## config.mk

```make
export PLATFORM = sky130hd
export DESIGN_NAME = spi_adc_frame_sequencer
export DESIGN_NICKNAME = d
export VERILOG_FILES = /design/src/sv/safs_pkg.sv /design/src/sv/safs_queue.sv /design/src/sv/safs_front.sv /design/src/sv/safs_back.sv /design/src/sv/spi_adc_frame_sequencer.sv
export SDC_FILE = /design/constraint.sdc
export NUM_CORES = 1
export LEC_CHECK = 0
export BUFFER_PORTS_ARGS = -buffer_cell sky130_fd_sc_hd__buf_2
export CAP_MARGIN = 30
export CORE_MARGIN = 2
export CORE_UTILIZATION = 55
export DETAILED_ROUTE_END_ITERATION = 10
export PLACE_DENSITY = 0.69
export SETUP_SLACK_MARGIN = 0.02
export SLEW_MARGIN = 40
export SYNTH_ARGS = -nofsm -noshare
export SYNTH_HDL_FRONTEND = slang
export SYNTH_HIERARCHICAL = 1
export SYNTH_SLANG_ARGS = --single-unit
```

## constraint.sdc

```tcl
create_clock -name clk -period 6.8 [get_ports clk]
set_input_delay 1.36 -clock clk [delete_from_list [all_inputs] [get_ports clk]]
set_output_delay 1.36 -clock clk [all_outputs]
set_load 0.05 [all_outputs]
```

## src/sv/safs_pkg.sv

```systemverilog
// ----------------------------------------------------------------------------
// safs_pkg
// Shared types, widths and codes of the SPI converter frame sequencer.
// ----------------------------------------------------------------------------
package safs_pkg;

  // Default chain and ring geometry
  localparam int DEF_ADC_COUNT     = 2;
  localparam int DEF_CHANNEL_COUNT = 8;
  localparam int DEF_RING_SLOTS    = 4;

  // Fixed field widths
  localparam int KIND_W    = 3;
  localparam int OKIND_W   = 2;
  localparam int BYTE_W    = 8;
  localparam int SAMPLE_W  = 24;
  localparam int CH_W      = 4;
  localparam int CH_CNT_W  = 5;
  localparam int SLOT_W    = 4;
  localparam int RATE_W    = 16;
  localparam int CFG_IDX_W = 2;
  localparam int CFG_DAT_W = 16;
  localparam int IDX_W     = 6;
  localparam int QUEUE_DEPTH = 4;

  // Input event kinds
  localparam logic [KIND_W-1:0] KIND_START   = 3'd0;
  localparam logic [KIND_W-1:0] KIND_BURST   = 3'd1;
  localparam logic [KIND_W-1:0] KIND_RX      = 3'd2;
  localparam logic [KIND_W-1:0] KIND_EDGE    = 3'd3;
  localparam logic [KIND_W-1:0] KIND_RELEASE = 3'd4;

  // Result kinds
  localparam logic [OKIND_W-1:0] OUT_TX     = 2'd0;
  localparam logic [OKIND_W-1:0] OUT_SAMPLE = 2'd1;
  localparam logic [OKIND_W-1:0] OUT_FRAME  = 2'd2;

  // Configuration register indexes
  localparam logic [CFG_IDX_W-1:0] REG_FIRST_CONF = 2'd0;
  localparam logic [CFG_IDX_W-1:0] REG_OTHER_CONF = 2'd1;
  localparam logic [CFG_IDX_W-1:0] REG_RATE       = 2'd2;
  localparam logic [CFG_IDX_W-1:0] REG_EDGES      = 2'd3;

  // SPI command bytes
  localparam logic [BYTE_W-1:0] CMD_WR_CONF    = 8'h60;
  localparam logic [BYTE_W-1:0] CMD_WR_INSTANT = 8'h40;
  localparam logic [BYTE_W-1:0] ADC_RESET_BYTE = 8'h40;
  localparam logic [BYTE_W-1:0] CMD_WR_RATE    = 8'h50;
  localparam logic [BYTE_W-1:0] CMD_RD_DATA    = 8'hF0;

  localparam int INSTANT_BYTES_PER_ADC = 4;
  localparam int DATA_BYTES_PER_ADC    = 12;
  localparam int STREAM_FILLER         = 6;

  // Job codes handed from the front end to the back end
  localparam int JOB_W = 3;
  localparam logic [JOB_W-1:0] JOB_START   = 3'd0;
  localparam logic [JOB_W-1:0] JOB_CONF    = 3'd1;
  localparam logic [JOB_W-1:0] JOB_INSTANT = 3'd2;
  localparam logic [JOB_W-1:0] JOB_RATE    = 3'd3;
  localparam logic [JOB_W-1:0] JOB_DATA    = 3'd4;
  localparam logic [JOB_W-1:0] JOB_STREAM  = 3'd5;
  localparam logic [JOB_W-1:0] JOB_SAMPLE  = 3'd6;
  localparam logic [JOB_W-1:0] JOB_FRAME   = 3'd7;

  typedef struct packed {
    logic [JOB_W-1:0]    code;
    logic [SAMPLE_W-1:0] sample;
    logic [CH_W-1:0]     channel;
    logic [SLOT_W-1:0]   slot;
    logic                ovf;
    logic                sel;
  } job_t;

  typedef struct packed {
    logic [BYTE_W-1:0] first_conf;
    logic [BYTE_W-1:0] other_conf;
    logic [RATE_W-1:0] rate_word;
  } cfg_t;

  // Number of results a job expands into
  function automatic logic [IDX_W-1:0] job_len(input logic [JOB_W-1:0] code,
                                               input int adc);
    int n;
    begin
      case (code)
        JOB_START:   n = 1 + adc;
        JOB_CONF:    n = 1 + adc;
        JOB_INSTANT: n = 1 + INSTANT_BYTES_PER_ADC * adc;
        JOB_RATE:    n = 3;
        JOB_DATA:    n = 1 + DATA_BYTES_PER_ADC * adc;
        JOB_STREAM:  n = 1 + STREAM_FILLER;
        JOB_SAMPLE:  n = 1;
        JOB_FRAME:   n = 2;
        default:     n = 1;
      endcase
      job_len = IDX_W'(n);
    end
  endfunction

endpackage

```

## src/sv/safs_queue.sv

```systemverilog
// ----------------------------------------------------------------------------
// safs_queue
// Small first-in first-out job queue in flops, head visible on the output.
// ----------------------------------------------------------------------------
module safs_queue import safs_pkg::*; #(
  parameter int WIDTH = 8,
  parameter int DEPTH = QUEUE_DEPTH
) (
  input  logic             clk,
  input  logic             rst,
  input  logic             wr_en,
  input  logic [WIDTH-1:0] wr_data,
  input  logic             rd_en,
  output logic [WIDTH-1:0] rd_data,
  output logic             empty,
  output logic             full
);

  localparam int PTR_W = (DEPTH > 1) ? $clog2(DEPTH) : 1;
  localparam int CNT_W = $clog2(DEPTH + 1);
  localparam logic [PTR_W-1:0] PTR_LAST = PTR_W'(DEPTH - 1);
  localparam logic [CNT_W-1:0] CNT_FULL = CNT_W'(DEPTH);

  logic [WIDTH-1:0] mem [DEPTH];
  logic [PTR_W-1:0] wr_ptr;
  logic [PTR_W-1:0] rd_ptr;
  logic [CNT_W-1:0] count;
  logic             do_wr;
  logic             do_rd;

  assign empty   = (count == '0);
  assign full    = (count == CNT_FULL);
  assign do_wr   = wr_en && !full;
  assign do_rd   = rd_en && !empty;
  assign rd_data = mem[rd_ptr];

  // Store entry at the tail
  always_ff @(posedge clk) begin
    if (do_wr) begin
      mem[wr_ptr] <= wr_data;
    end
  end

  // Advance pointers and track fill level
  always_ff @(posedge clk) begin
    if (rst) begin
      wr_ptr <= '0;
      rd_ptr <= '0;
      count  <= '0;
    end else begin
      if (do_wr) begin
        wr_ptr <= (wr_ptr == PTR_LAST) ? '0 : wr_ptr + 1'b1;
      end
      if (do_rd) begin
        rd_ptr <= (rd_ptr == PTR_LAST) ? '0 : rd_ptr + 1'b1;
      end
      if (do_wr && !do_rd) begin
        count <= count + 1'b1;
      end else if (do_rd && !do_wr) begin
        count <= count - 1'b1;
      end
    end
  end

  a_count_bound: assert property (@(posedge clk) disable iff (rst)
    count <= CNT_FULL) else $error("queue fill level beyond depth");

  a_count_up: assert property (@(posedge clk) disable iff (rst)
    (do_wr && !do_rd) |=> (count == $past(count) + 1'b1))
    else $error("queue fill level did not grow on write");

endmodule

```

## src/sv/safs_front.sv

```systemverilog
// ----------------------------------------------------------------------------
// safs_front
// Accepts events, holds the sequencer state and configuration, and turns
// every event that causes output into one job for the back end.
// ----------------------------------------------------------------------------
module safs_front import safs_pkg::*; #(
  parameter int CHANNEL_COUNT = DEF_CHANNEL_COUNT,
  parameter int RING_SLOTS    = DEF_RING_SLOTS
) (
  input  logic                 clk,
  input  logic                 rst,
  input  logic                 push,
  input  logic [KIND_W-1:0]    kind,
  input  logic [BYTE_W-1:0]    rx_byte,
  input  logic                 cfg_we,
  input  logic [CFG_IDX_W-1:0] cfg_index,
  input  logic [CFG_DAT_W-1:0] cfg_data,
  input  logic                 q_full,
  output logic                 job_valid,
  output job_t                 job,
  output cfg_t                 cfg
);

  localparam logic [2:0] M_IDLE    = 3'd0;
  localparam logic [2:0] M_RESET   = 3'd1;
  localparam logic [2:0] M_CONF    = 3'd2;
  localparam logic [2:0] M_INSTANT = 3'd3;
  localparam logic [2:0] M_RATE    = 3'd4;
  localparam logic [2:0] M_DATA    = 3'd5;
  localparam logic [2:0] M_STREAM  = 3'd6;

  localparam logic [CH_CNT_W-1:0] CH_TOTAL  = CH_CNT_W'(CHANNEL_COUNT);
  localparam logic [CH_CNT_W-1:0] CH_LAST   = CH_CNT_W'(CHANNEL_COUNT - 1);
  localparam logic [SLOT_W-1:0]   SLOT_LAST = SLOT_W'(RING_SLOTS - 1);

  logic [BYTE_W-1:0]   edges_before_stream;

  logic [2:0]          mode, mode_next;
  logic [7:0]          edge_count, edge_count_next;
  logic [CH_CNT_W-1:0] channel_count, channel_count_next;
  logic [1:0]          byte_phase, byte_phase_next;
  logic                drop_first, drop_first_next;
  logic [SAMPLE_W-1:0] assembly, assembly_next;
  logic [SLOT_W-1:0]   write_slot, write_slot_next;
  logic [SLOT_W-1:0]   read_slot, read_slot_next;
  logic                selected, selected_next;

  logic                accept;
  logic                emit;
  logic [SLOT_W-1:0]   wr_adv;
  logic [SLOT_W-1:0]   rd_adv;

  assign accept    = push && !q_full;
  assign job_valid = accept && emit;
  assign wr_adv    = (write_slot == SLOT_LAST) ? '0 : write_slot + 1'b1;
  assign rd_adv    = (read_slot == SLOT_LAST) ? '0 : read_slot + 1'b1;

  // Configuration registers
  always_ff @(posedge clk) begin
    if (rst) begin
      cfg.first_conf      <= 8'h30;
      cfg.other_conf      <= 8'h20;
      cfg.rate_word       <= 16'h2600;
      edges_before_stream <= 8'd5;
    end else if (cfg_we) begin
      case (cfg_index)
        REG_FIRST_CONF: cfg.first_conf      <= cfg_data[BYTE_W-1:0];
        REG_OTHER_CONF: cfg.other_conf      <= cfg_data[BYTE_W-1:0];
        REG_RATE:       cfg.rate_word       <= cfg_data[RATE_W-1:0];
        REG_EDGES:      edges_before_stream <= cfg_data[BYTE_W-1:0];
        default: begin
        end
      endcase
    end
  end

  // Classify the event and work out the next state
  always_comb begin
    mode_next          = mode;
    edge_count_next    = edge_count;
    channel_count_next = channel_count;
    byte_phase_next    = byte_phase;
    drop_first_next    = drop_first;
    assembly_next      = assembly;
    write_slot_next    = write_slot;
    read_slot_next     = read_slot;
    selected_next      = selected;
    emit               = 1'b0;
    job                = '0;
    job.sel            = selected;
    case (kind)
      KIND_START: begin
        mode_next          = M_RESET;
        edge_count_next    = '0;
        channel_count_next = '0;
        byte_phase_next    = '0;
        drop_first_next    = 1'b0;
        assembly_next      = '0;
        selected_next      = 1'b0;
        emit               = 1'b1;
        job.code           = JOB_START;
        job.sel            = 1'b0;
      end
      KIND_BURST: begin
        case (mode)
          M_RESET: begin
            emit      = 1'b1;
            job.code  = JOB_CONF;
            mode_next = M_CONF;
          end
          M_CONF: begin
            emit      = 1'b1;
            job.code  = JOB_INSTANT;
            mode_next = M_INSTANT;
          end
          M_INSTANT: begin
            emit      = 1'b1;
            job.code  = JOB_RATE;
            mode_next = M_RATE;
          end
          M_RATE, M_DATA: begin
            emit      = 1'b1;
            job.code  = JOB_DATA;
            mode_next = M_DATA;
          end
          default: begin
          end
        endcase
      end
      KIND_RX: begin
        if (mode == M_STREAM && selected && channel_count < CH_TOTAL) begin
          if (drop_first) begin
            drop_first_next = 1'b0;
          end else begin
            assembly_next = {assembly[SAMPLE_W-BYTE_W-1:0], rx_byte};
            if (byte_phase == 2'd2) begin
              byte_phase_next    = '0;
              channel_count_next = channel_count + 1'b1;
              emit               = 1'b1;
              job.code           = JOB_SAMPLE;
              job.sample         = assembly_next;
              job.channel        = channel_count[CH_W-1:0];
              job.slot           = write_slot;
              // Close the frame once every channel is in
              if (channel_count == CH_LAST) begin
                job.code      = JOB_FRAME;
                selected_next = 1'b0;
                if (wr_adv != read_slot) begin
                  write_slot_next = wr_adv;
                end else begin
                  job.ovf = 1'b1;
                end
              end
            end else begin
              byte_phase_next = byte_phase + 1'b1;
            end
          end
        end
      end
      KIND_EDGE: begin
        edge_count_next = edge_count + 1'b1;
        if (mode == M_STREAM || edge_count == edges_before_stream) begin
          mode_next          = M_STREAM;
          selected_next      = 1'b1;
          channel_count_next = '0;
          byte_phase_next    = '0;
          drop_first_next    = 1'b1;
          assembly_next      = '0;
          emit               = 1'b1;
          job.code           = JOB_STREAM;
          job.sel            = 1'b1;
        end
      end
      KIND_RELEASE: begin
        if (read_slot != write_slot) begin
          read_slot_next = rd_adv;
        end
      end
      default: begin
      end
    endcase
  end

  // Commit state on each accepted transaction
  always_ff @(posedge clk) begin
    if (rst) begin
      mode          <= M_IDLE;
      edge_count    <= '0;
      channel_count <= '0;
      byte_phase    <= '0;
      drop_first    <= 1'b0;
      assembly      <= '0;
      write_slot    <= '0;
      read_slot     <= '0;
      selected      <= 1'b0;
    end else if (accept) begin
      mode          <= mode_next;
      edge_count    <= edge_count_next;
      channel_count <= channel_count_next;
      byte_phase    <= byte_phase_next;
      drop_first    <= drop_first_next;
      assembly      <= assembly_next;
      write_slot    <= write_slot_next;
      read_slot     <= read_slot_next;
      selected      <= selected_next;
    end
  end

  a_slots_in_ring: assert property (@(posedge clk) disable iff (rst)
    (write_slot <= SLOT_LAST) && (read_slot <= SLOT_LAST))
    else $error("ring slot out of range");

  a_select_in_stream: assert property (@(posedge clk) disable iff (rst)
    selected |-> (mode == M_STREAM)) else $error("chip selected outside streaming");

endmodule

```

## src/sv/safs_back.sv

```systemverilog
// ----------------------------------------------------------------------------
// safs_back
// Expands queued jobs into result items, one per cycle while the output
// register is free or popped via the empty/pop handshake.
// ----------------------------------------------------------------------------
module safs_back import safs_pkg::*; #(
  parameter int ADC_COUNT = DEF_ADC_COUNT
) (
  input  logic                       clk,
  input  logic                       rst,
  input  job_t                       head,
  input  logic                       q_empty,
  output logic                       q_pop,
  input  cfg_t                       cfg,
  output logic                       empty,
  input  logic                       pop,
  output logic [OKIND_W-1:0]         out_kind,
  output logic [BYTE_W-1:0]          tx_byte,
  output logic signed [SAMPLE_W-1:0] sample,
  output logic [CH_W-1:0]            channel,
  output logic [SLOT_W-1:0]          slot,
  output logic                       chip_select,
  output logic                       overflow,
  output logic                       last
);

  logic              out_valid;
  logic [IDX_W-1:0]  idx;
  logic [IDX_W-1:0]  len;
  logic              step;
  logic              at_last;
  logic [OKIND_W-1:0] kind_next;
  logic [BYTE_W-1:0] byte_next;
  logic              sel_next;
  logic              ovf_next;
  logic [SAMPLE_W-1:0] sample_next;
  logic [CH_W-1:0]   channel_next;
  logic [SLOT_W-1:0] slot_next;

  assign empty   = !out_valid;
  assign len     = job_len(head.code, ADC_COUNT);
  assign at_last = (idx == len - 1'b1);
  assign step    = !q_empty && (!out_valid || pop);
  assign q_pop   = step && at_last;

  // Pick the result for the current position in the job
  always_comb begin
    kind_next    = OUT_TX;
    byte_next    = '0;
    sel_next     = head.sel;
    ovf_next     = 1'b0;
    sample_next  = '0;
    channel_next = '0;
    slot_next    = '0;
    case (head.code)
      JOB_START:   byte_next = (idx == '0) ? CMD_WR_CONF : ADC_RESET_BYTE;
      JOB_CONF: begin
        if (idx == '0) begin
          byte_next = CMD_WR_CONF;
        end else if (idx == IDX_W'(1)) begin
          byte_next = cfg.first_conf;
        end else begin
          byte_next = cfg.other_conf;
        end
      end
      JOB_INSTANT: byte_next = (idx == '0) ? CMD_WR_INSTANT : '0;
      JOB_RATE: begin
        if (idx == '0) begin
          byte_next = CMD_WR_RATE;
        end else if (idx == IDX_W'(1)) begin
          byte_next = cfg.rate_word[RATE_W-1:BYTE_W];
        end else begin
          byte_next = cfg.rate_word[BYTE_W-1:0];
        end
      end
      JOB_DATA, JOB_STREAM: byte_next = (idx == '0) ? CMD_RD_DATA : '0;
      JOB_SAMPLE, JOB_FRAME: begin
        slot_next = head.slot;
        if (idx == '0) begin
          kind_next    = OUT_SAMPLE;
          sample_next  = head.sample;
          channel_next = head.channel;
        end else begin
          // Frame done: chip released
          kind_next = OUT_FRAME;
          sel_next  = 1'b0;
          ovf_next  = head.ovf;
        end
      end
      default: begin
      end
    endcase
  end

  // Output register and position counter
  always_ff @(posedge clk) begin
    if (rst) begin
      out_valid <= 1'b0;
      idx       <= '0;
    end else begin
      if (step) begin
        out_valid <= 1'b1;
        idx       <= at_last ? '0 : idx + 1'b1;
      end else if (pop) begin
        out_valid <= 1'b0;
      end
    end
  end

  // Hold the payload of the waiting result
  always_ff @(posedge clk) begin
    if (step) begin
      out_kind    <= kind_next;
      tx_byte     <= byte_next;
      sample      <= sample_next;
      channel     <= channel_next;
      slot        <= slot_next;
      chip_select <= sel_next;
      overflow    <= ovf_next;
      last        <= at_last;
    end
  end

  a_idx_in_job: assert property (@(posedge clk) disable iff (rst)
    !q_empty |-> (idx < len)) else $error("job position beyond job length");

  a_idle_at_start: assert property (@(posedge clk) disable iff (rst)
    q_empty |-> (idx == '0)) else $error("job position left over with no job");

endmodule

```

## src/sv/spi_adc_frame_sequencer.sv

```systemverilog
// ----------------------------------------------------------------------------
// spi_adc_frame_sequencer
// Frame sequencer for a daisy chain of simultaneous-sampling SPI converters.
// ----------------------------------------------------------------------------
// The block takes one event per cycle (start, burst done, received byte,
// data-ready edge, slot release) as long as full is low; the front end updates
// the sequencer state in that same cycle and queues a job for every event that
// produces output. The back end expands each job into result items, one per
// cycle while pop drains the output register; an event yields 1 + ADC_COUNT
// for start or configuration, 1 + 4*ADC_COUNT for sampling instants, 3 for the
// data rate, 1 + 12*ADC_COUNT for a trial read (49 at ADC_COUNT = 4), 7 for a
// streaming read, 1 or 2 for a received byte that completes a sample and 0 for
// others. Each job passes the job queue and then the output register; the
// queue holds four jobs, so events keep flowing while a long burst drains.
// ----------------------------------------------------------------------------
module spi_adc_frame_sequencer import safs_pkg::*; #(
  parameter int ADC_COUNT     = DEF_ADC_COUNT,
  parameter int CHANNEL_COUNT = DEF_CHANNEL_COUNT,
  parameter int RING_SLOTS    = DEF_RING_SLOTS
) (
  input  logic                       clk,
  input  logic                       rst,
  input  logic                       push,
  output logic                       full,
  input  logic [KIND_W-1:0]          kind,
  input  logic [BYTE_W-1:0]          rx_byte,
  input  logic                       cfg_we,
  input  logic [CFG_IDX_W-1:0]       cfg_index,
  input  logic [CFG_DAT_W-1:0]       cfg_data,
  output logic                       empty,
  input  logic                       pop,
  output logic [OKIND_W-1:0]         out_kind,
  output logic [BYTE_W-1:0]          tx_byte,
  output logic signed [SAMPLE_W-1:0] sample,
  output logic [CH_W-1:0]            channel,
  output logic [SLOT_W-1:0]          slot,
  output logic                       chip_select,
  output logic                       overflow,
  output logic                       last
);

  logic job_valid;
  job_t job_in;
  job_t job_head;
  cfg_t cfg;
  logic q_empty;
  logic q_pop;

  // Accept and classify events
  safs_front #(
    .CHANNEL_COUNT(CHANNEL_COUNT),
    .RING_SLOTS   (RING_SLOTS)
  ) u_front (
    .clk      (clk),
    .rst      (rst),
    .push     (push),
    .kind     (kind),
    .rx_byte  (rx_byte),
    .cfg_we   (cfg_we),
    .cfg_index(cfg_index),
    .cfg_data (cfg_data),
    .q_full   (full),
    .job_valid(job_valid),
    .job      (job_in),
    .cfg      (cfg)
  );

  // Decouple the front end from the result stream
  safs_queue #(
    .WIDTH($bits(job_t)),
    .DEPTH(QUEUE_DEPTH)
  ) u_queue (
    .clk    (clk),
    .rst    (rst),
    .wr_en  (job_valid),
    .wr_data(job_in),
    .rd_en  (q_pop),
    .rd_data(job_head),
    .empty  (q_empty),
    .full   (full)
  );

  // Expand jobs into results
  safs_back #(
    .ADC_COUNT(ADC_COUNT)
  ) u_back (
    .clk        (clk),
    .rst        (rst),
    .head       (job_head),
    .q_empty    (q_empty),
    .q_pop      (q_pop),
    .cfg        (cfg),
    .empty      (empty),
    .pop        (pop),
    .out_kind   (out_kind),
    .tx_byte    (tx_byte),
    .sample     (sample),
    .channel    (channel),
    .slot       (slot),
    .chip_select(chip_select),
    .overflow   (overflow),
    .last       (last)
  );

endmodule
```

==> flow_metrics.py <==
metrics = {
    "run_status": {
        "outcome": "finished clean",
    },
    "routing": {
        "vias": 7834,
        "viasPerCell": 5.78,
        "drc_errors": 0,
        "detail_route.wl_per_cell_um": 18.7,
        "drt_wl_total_mm": 25.3,
        "drtIter0Drc": 669,
        "dr.pass1.iters": 5,
        "drtAntennaViolNets": 0,
    },
    "clocking": {
        "ctsHoldBuffers": 0,
        "cts_htree_levels": 1,
        "clockBufferDepth": 3,
        "cts_tree": "built",
        "clockRootBuffer": "clkbuf_16",
        "clkLatencyLatePin_ns": 0.54,
        "post_cts_resized": 0,
        "clk_pin_slew_worst_paths_ns": 0.06,
        "cts_setup_buffers": 0,
        "cts_num_sinks": 293,
        "numCtsBuffers": 30,
    },
    "logic_synthesis": {
        "yosys_warnings": 6,
        "synth_top_area_share_pct": 45.5,
        "yosysSeqAreaShare_pct": 61.3,
        "async_flop_share_pct": 0,
        "synth.most_common_cell": "edfxtp_1",
        "synth_area_per_cell_um2": 13.0,
        "syn_area_um2": 12700,
        "synth-edff-count": 193,
        "ys_seq_elements": 293,
        "synthCells": 981,
        "ys_types": 78,
        "synth_ff_type": "edfxtp_1",
        "synthTopCellsByCount": "193 x edfxtp_1, 111 x nand2_1, 100 x dfxtp_1, 56 x and3_1, 49 x nor2_1",
        "yosysTopAreaCell": "edfxtp_1",
        "ys_top_cells_by_area": "edfxtp_1 46%, dfxtp_1 16%, mux4_2 6.7%",
        "syn-num-nets": 1030,
    },
    "power": {
        "p_leak_nw": 5.19,
        "peakVddDrop_mv": 0.198,
        "powerDensity_nw_per_um2": 266,
    },
    "sta": {
        "fmax_ghz": 0.230,
        "fin_ws_ns": 2.46,
        "rsz0062_at_grt": "false",
        "hold_viol_final": 0,
        "clock-skew-final_ns": 0.0157,
        "min_period_ns": 4.34,
        "max_slew_margin_pct": 53.4,
        "setup_violations": 0,
        "worstMarginPinSlew_ns": 0.699,
        "slew_viol_final": 0,
        "period_share_pct": 63.9,
        "fin_setup_tns_ns": 0,
    },
    "finish": {
        "syn_to_final_growth_pct": 12.0,
        "drive_gt1_share_pct": 19.0,
        "finalNetCount": 1098,
        "antennaDiodeCount": 0,
        "fin_area_um2": 14300,
        "fillers": 1714,
    },
    "floorplanning": {
        "io_pins": 81,
        "die_h_um": 156,
        "fp.coreArea_um2": 22700,
        "rows": 55,
        "die_width_um": 156,
        "die_area_um2": 24400,
        "initial_core_util_pct": 56.0,
    },
    "placed_design": {
        "dp_slack_ns": 2.17,
        "post-dp-hpwl_mm": 16.7,
        "gp_congestion": 0.871,
        "port_buffers": 80,
        "dpl_cell_area_um2": 13300,
    },
    "worst_setup_path": {
        "cp.arrival_ns": 4.81,
        "worst_path_max_delay_cell": "mux4_2",
        "r2r-end": "u_queue/count[2]",
        "worstPathCellList": "mux4_2 > and3_1 > ha_1 > xnor2_1 > mux2i_1 > a2111oi_4 > and3_1 > o31ai_2 > ha_1 > inv_1 > fa_1 > xor2_1 > or3_1 > a21oi_1",
        "r2r_cells": 14,
        "crit_fanout": 23,
        "endpoint_kind": "flop",
        "worstSetupPathType": "flop to flop",
        "start_kind": "flop",
        "crit_required_ns": 7.26,
        "cp_slowest_stage_delay_ns": 0.73,
        "r2r_slack_ns": 2.46,
    },
    "hold_path": {
        "whs_path_depth": 2,
        "holdCritPathClass": "flop to flop",
        "hold_path_end": "u_front/cfg[19]",
        "hp-start": "u_front/cfg[19]",
    },
    "global_route": {
        "grt_pass1_vias": 7301,
        "grt_usage_pct": 21.0,
        "antenna_found_initial": 0,
        "grt_max_degree": 52,
        "overflow": 0,
        "grt_pass1_wl_mm": 40.0,
    },
    "job": {
        "drv_cap": 0,
    },
}
-- power breakdown --
part | switching [mW] | internal, mW
Sequential | 0.0203 | 1.95
Clock | 0.631 | 0.864
Combinational | 0.240 | 0.0967
-- metal layers --
metal / up-vias / GRT usage (%) / part of all wire, %
li1: 3749 / - / -
met1: 3852 / 32.2 / 47
met2: 206 / 31.7 / 45
met3: 27 / 3.72 / 6.1
met4: 0 / 4.41 / 1.8
met5: - / 0 / 0
-- sequential cells by signal (all words and copies together) (netlist names), 3 cells and up, named ones only --
name                         count
u_back/channel                   4
u_back/idx                       6
u_back/sample                   24
u_back/slot                      4
u_back/tx_byte                   8
u_front/assembly                16
u_front/cfg                     32
u_front/channel_count            5
u_front/edge_count               8
u_front/edges_before_stream      8
u_front/mode                     3
u_front/read_slot                4
u_front/write_slot               4
u_queue/count                    3
u_queue/mem                    148
-- critical path, delay by kind of cell (launching register included) --
family | cells | cell delay (ns)
adders and majority gates | 3 | 0.86
muxes | 2 | 1.09
buffers and inverters | 1 | 0.06
AOI/OAI and AO/OA | 3 | 0.40
DFF | 1 | 0.64
xor gates and xnor gates | 2 | 0.42
and+or+nand+nor | 3 | 0.79
-- final cells by class --
class | instances | area (um2) | area share, %
Multi-Input combinational cell | 614 | 4610 | 32.4
Clock buffer | 41 | 806 | 5.65
Timing Repair Buffer | 91 | 483 | 3.39
Sequential cell | 293 | 7800 | 54.7
Tap cell | 285 | 357 | 2.50
Clock inverter | 13 | 101 | 0.711
Inverter | 19 | 90.1 | 0.632
-- stage by stage --
step	power (mW)	instances	hold WS, ns	util [%]
floorplan	2.26	981	0.429	-
global route	3.93	1356	0.473	62.8
global placement	2.34	1300	0.438	58.6
detailed placement	2.34	1302	0.445	58.8
CTS	3.83	1356	0.453	62.7
finish	3.80	1356	0.451	62.8
-- how the worst max path moves through the flow --
stage	cells past startpoint	slack [ns]	endpoint
floorplan	11	1.61	u_queue/count[2]
global placement	14	2.23	u_queue/count[2]
detailed placement	14	2.17	u_queue/count[2]
CTS	14	2.13	u_queue/count[2]
global route	14	2.18	u_queue/count[2]
finish	14	2.46	u_queue/count[2]
-- logic make-up after synthesis --
group / after synthesis / share of synthesized area, %
buffers and inverters: 74 / 2.80
XOR/XNOR: 31 / 2.13
other: 1 / 0.0295
adder cells (fa/ha/maj): 15 / 1.53
multiplexers: 74 / 9.65
AO/OA/AOI/OAI: 124 / 7.01
AND/OR/NAND/NOR: 369 / 15.6
flip-flops: 293 / 61.3
-- layout by cell type, fill, tap and decap left out, types with 33 or more instances in the layout --
cell type,n
buf_2,80
mux4_2,38
edfxtp_1,193
nand2_1,111
nor2_1,47
a21oi_1,44
and3_1,51
dfxtp_1,98
mux2i_1,33
and2_1,36
nand2b_1,33
Note: power is estimated with default switching activity, not from simulation.
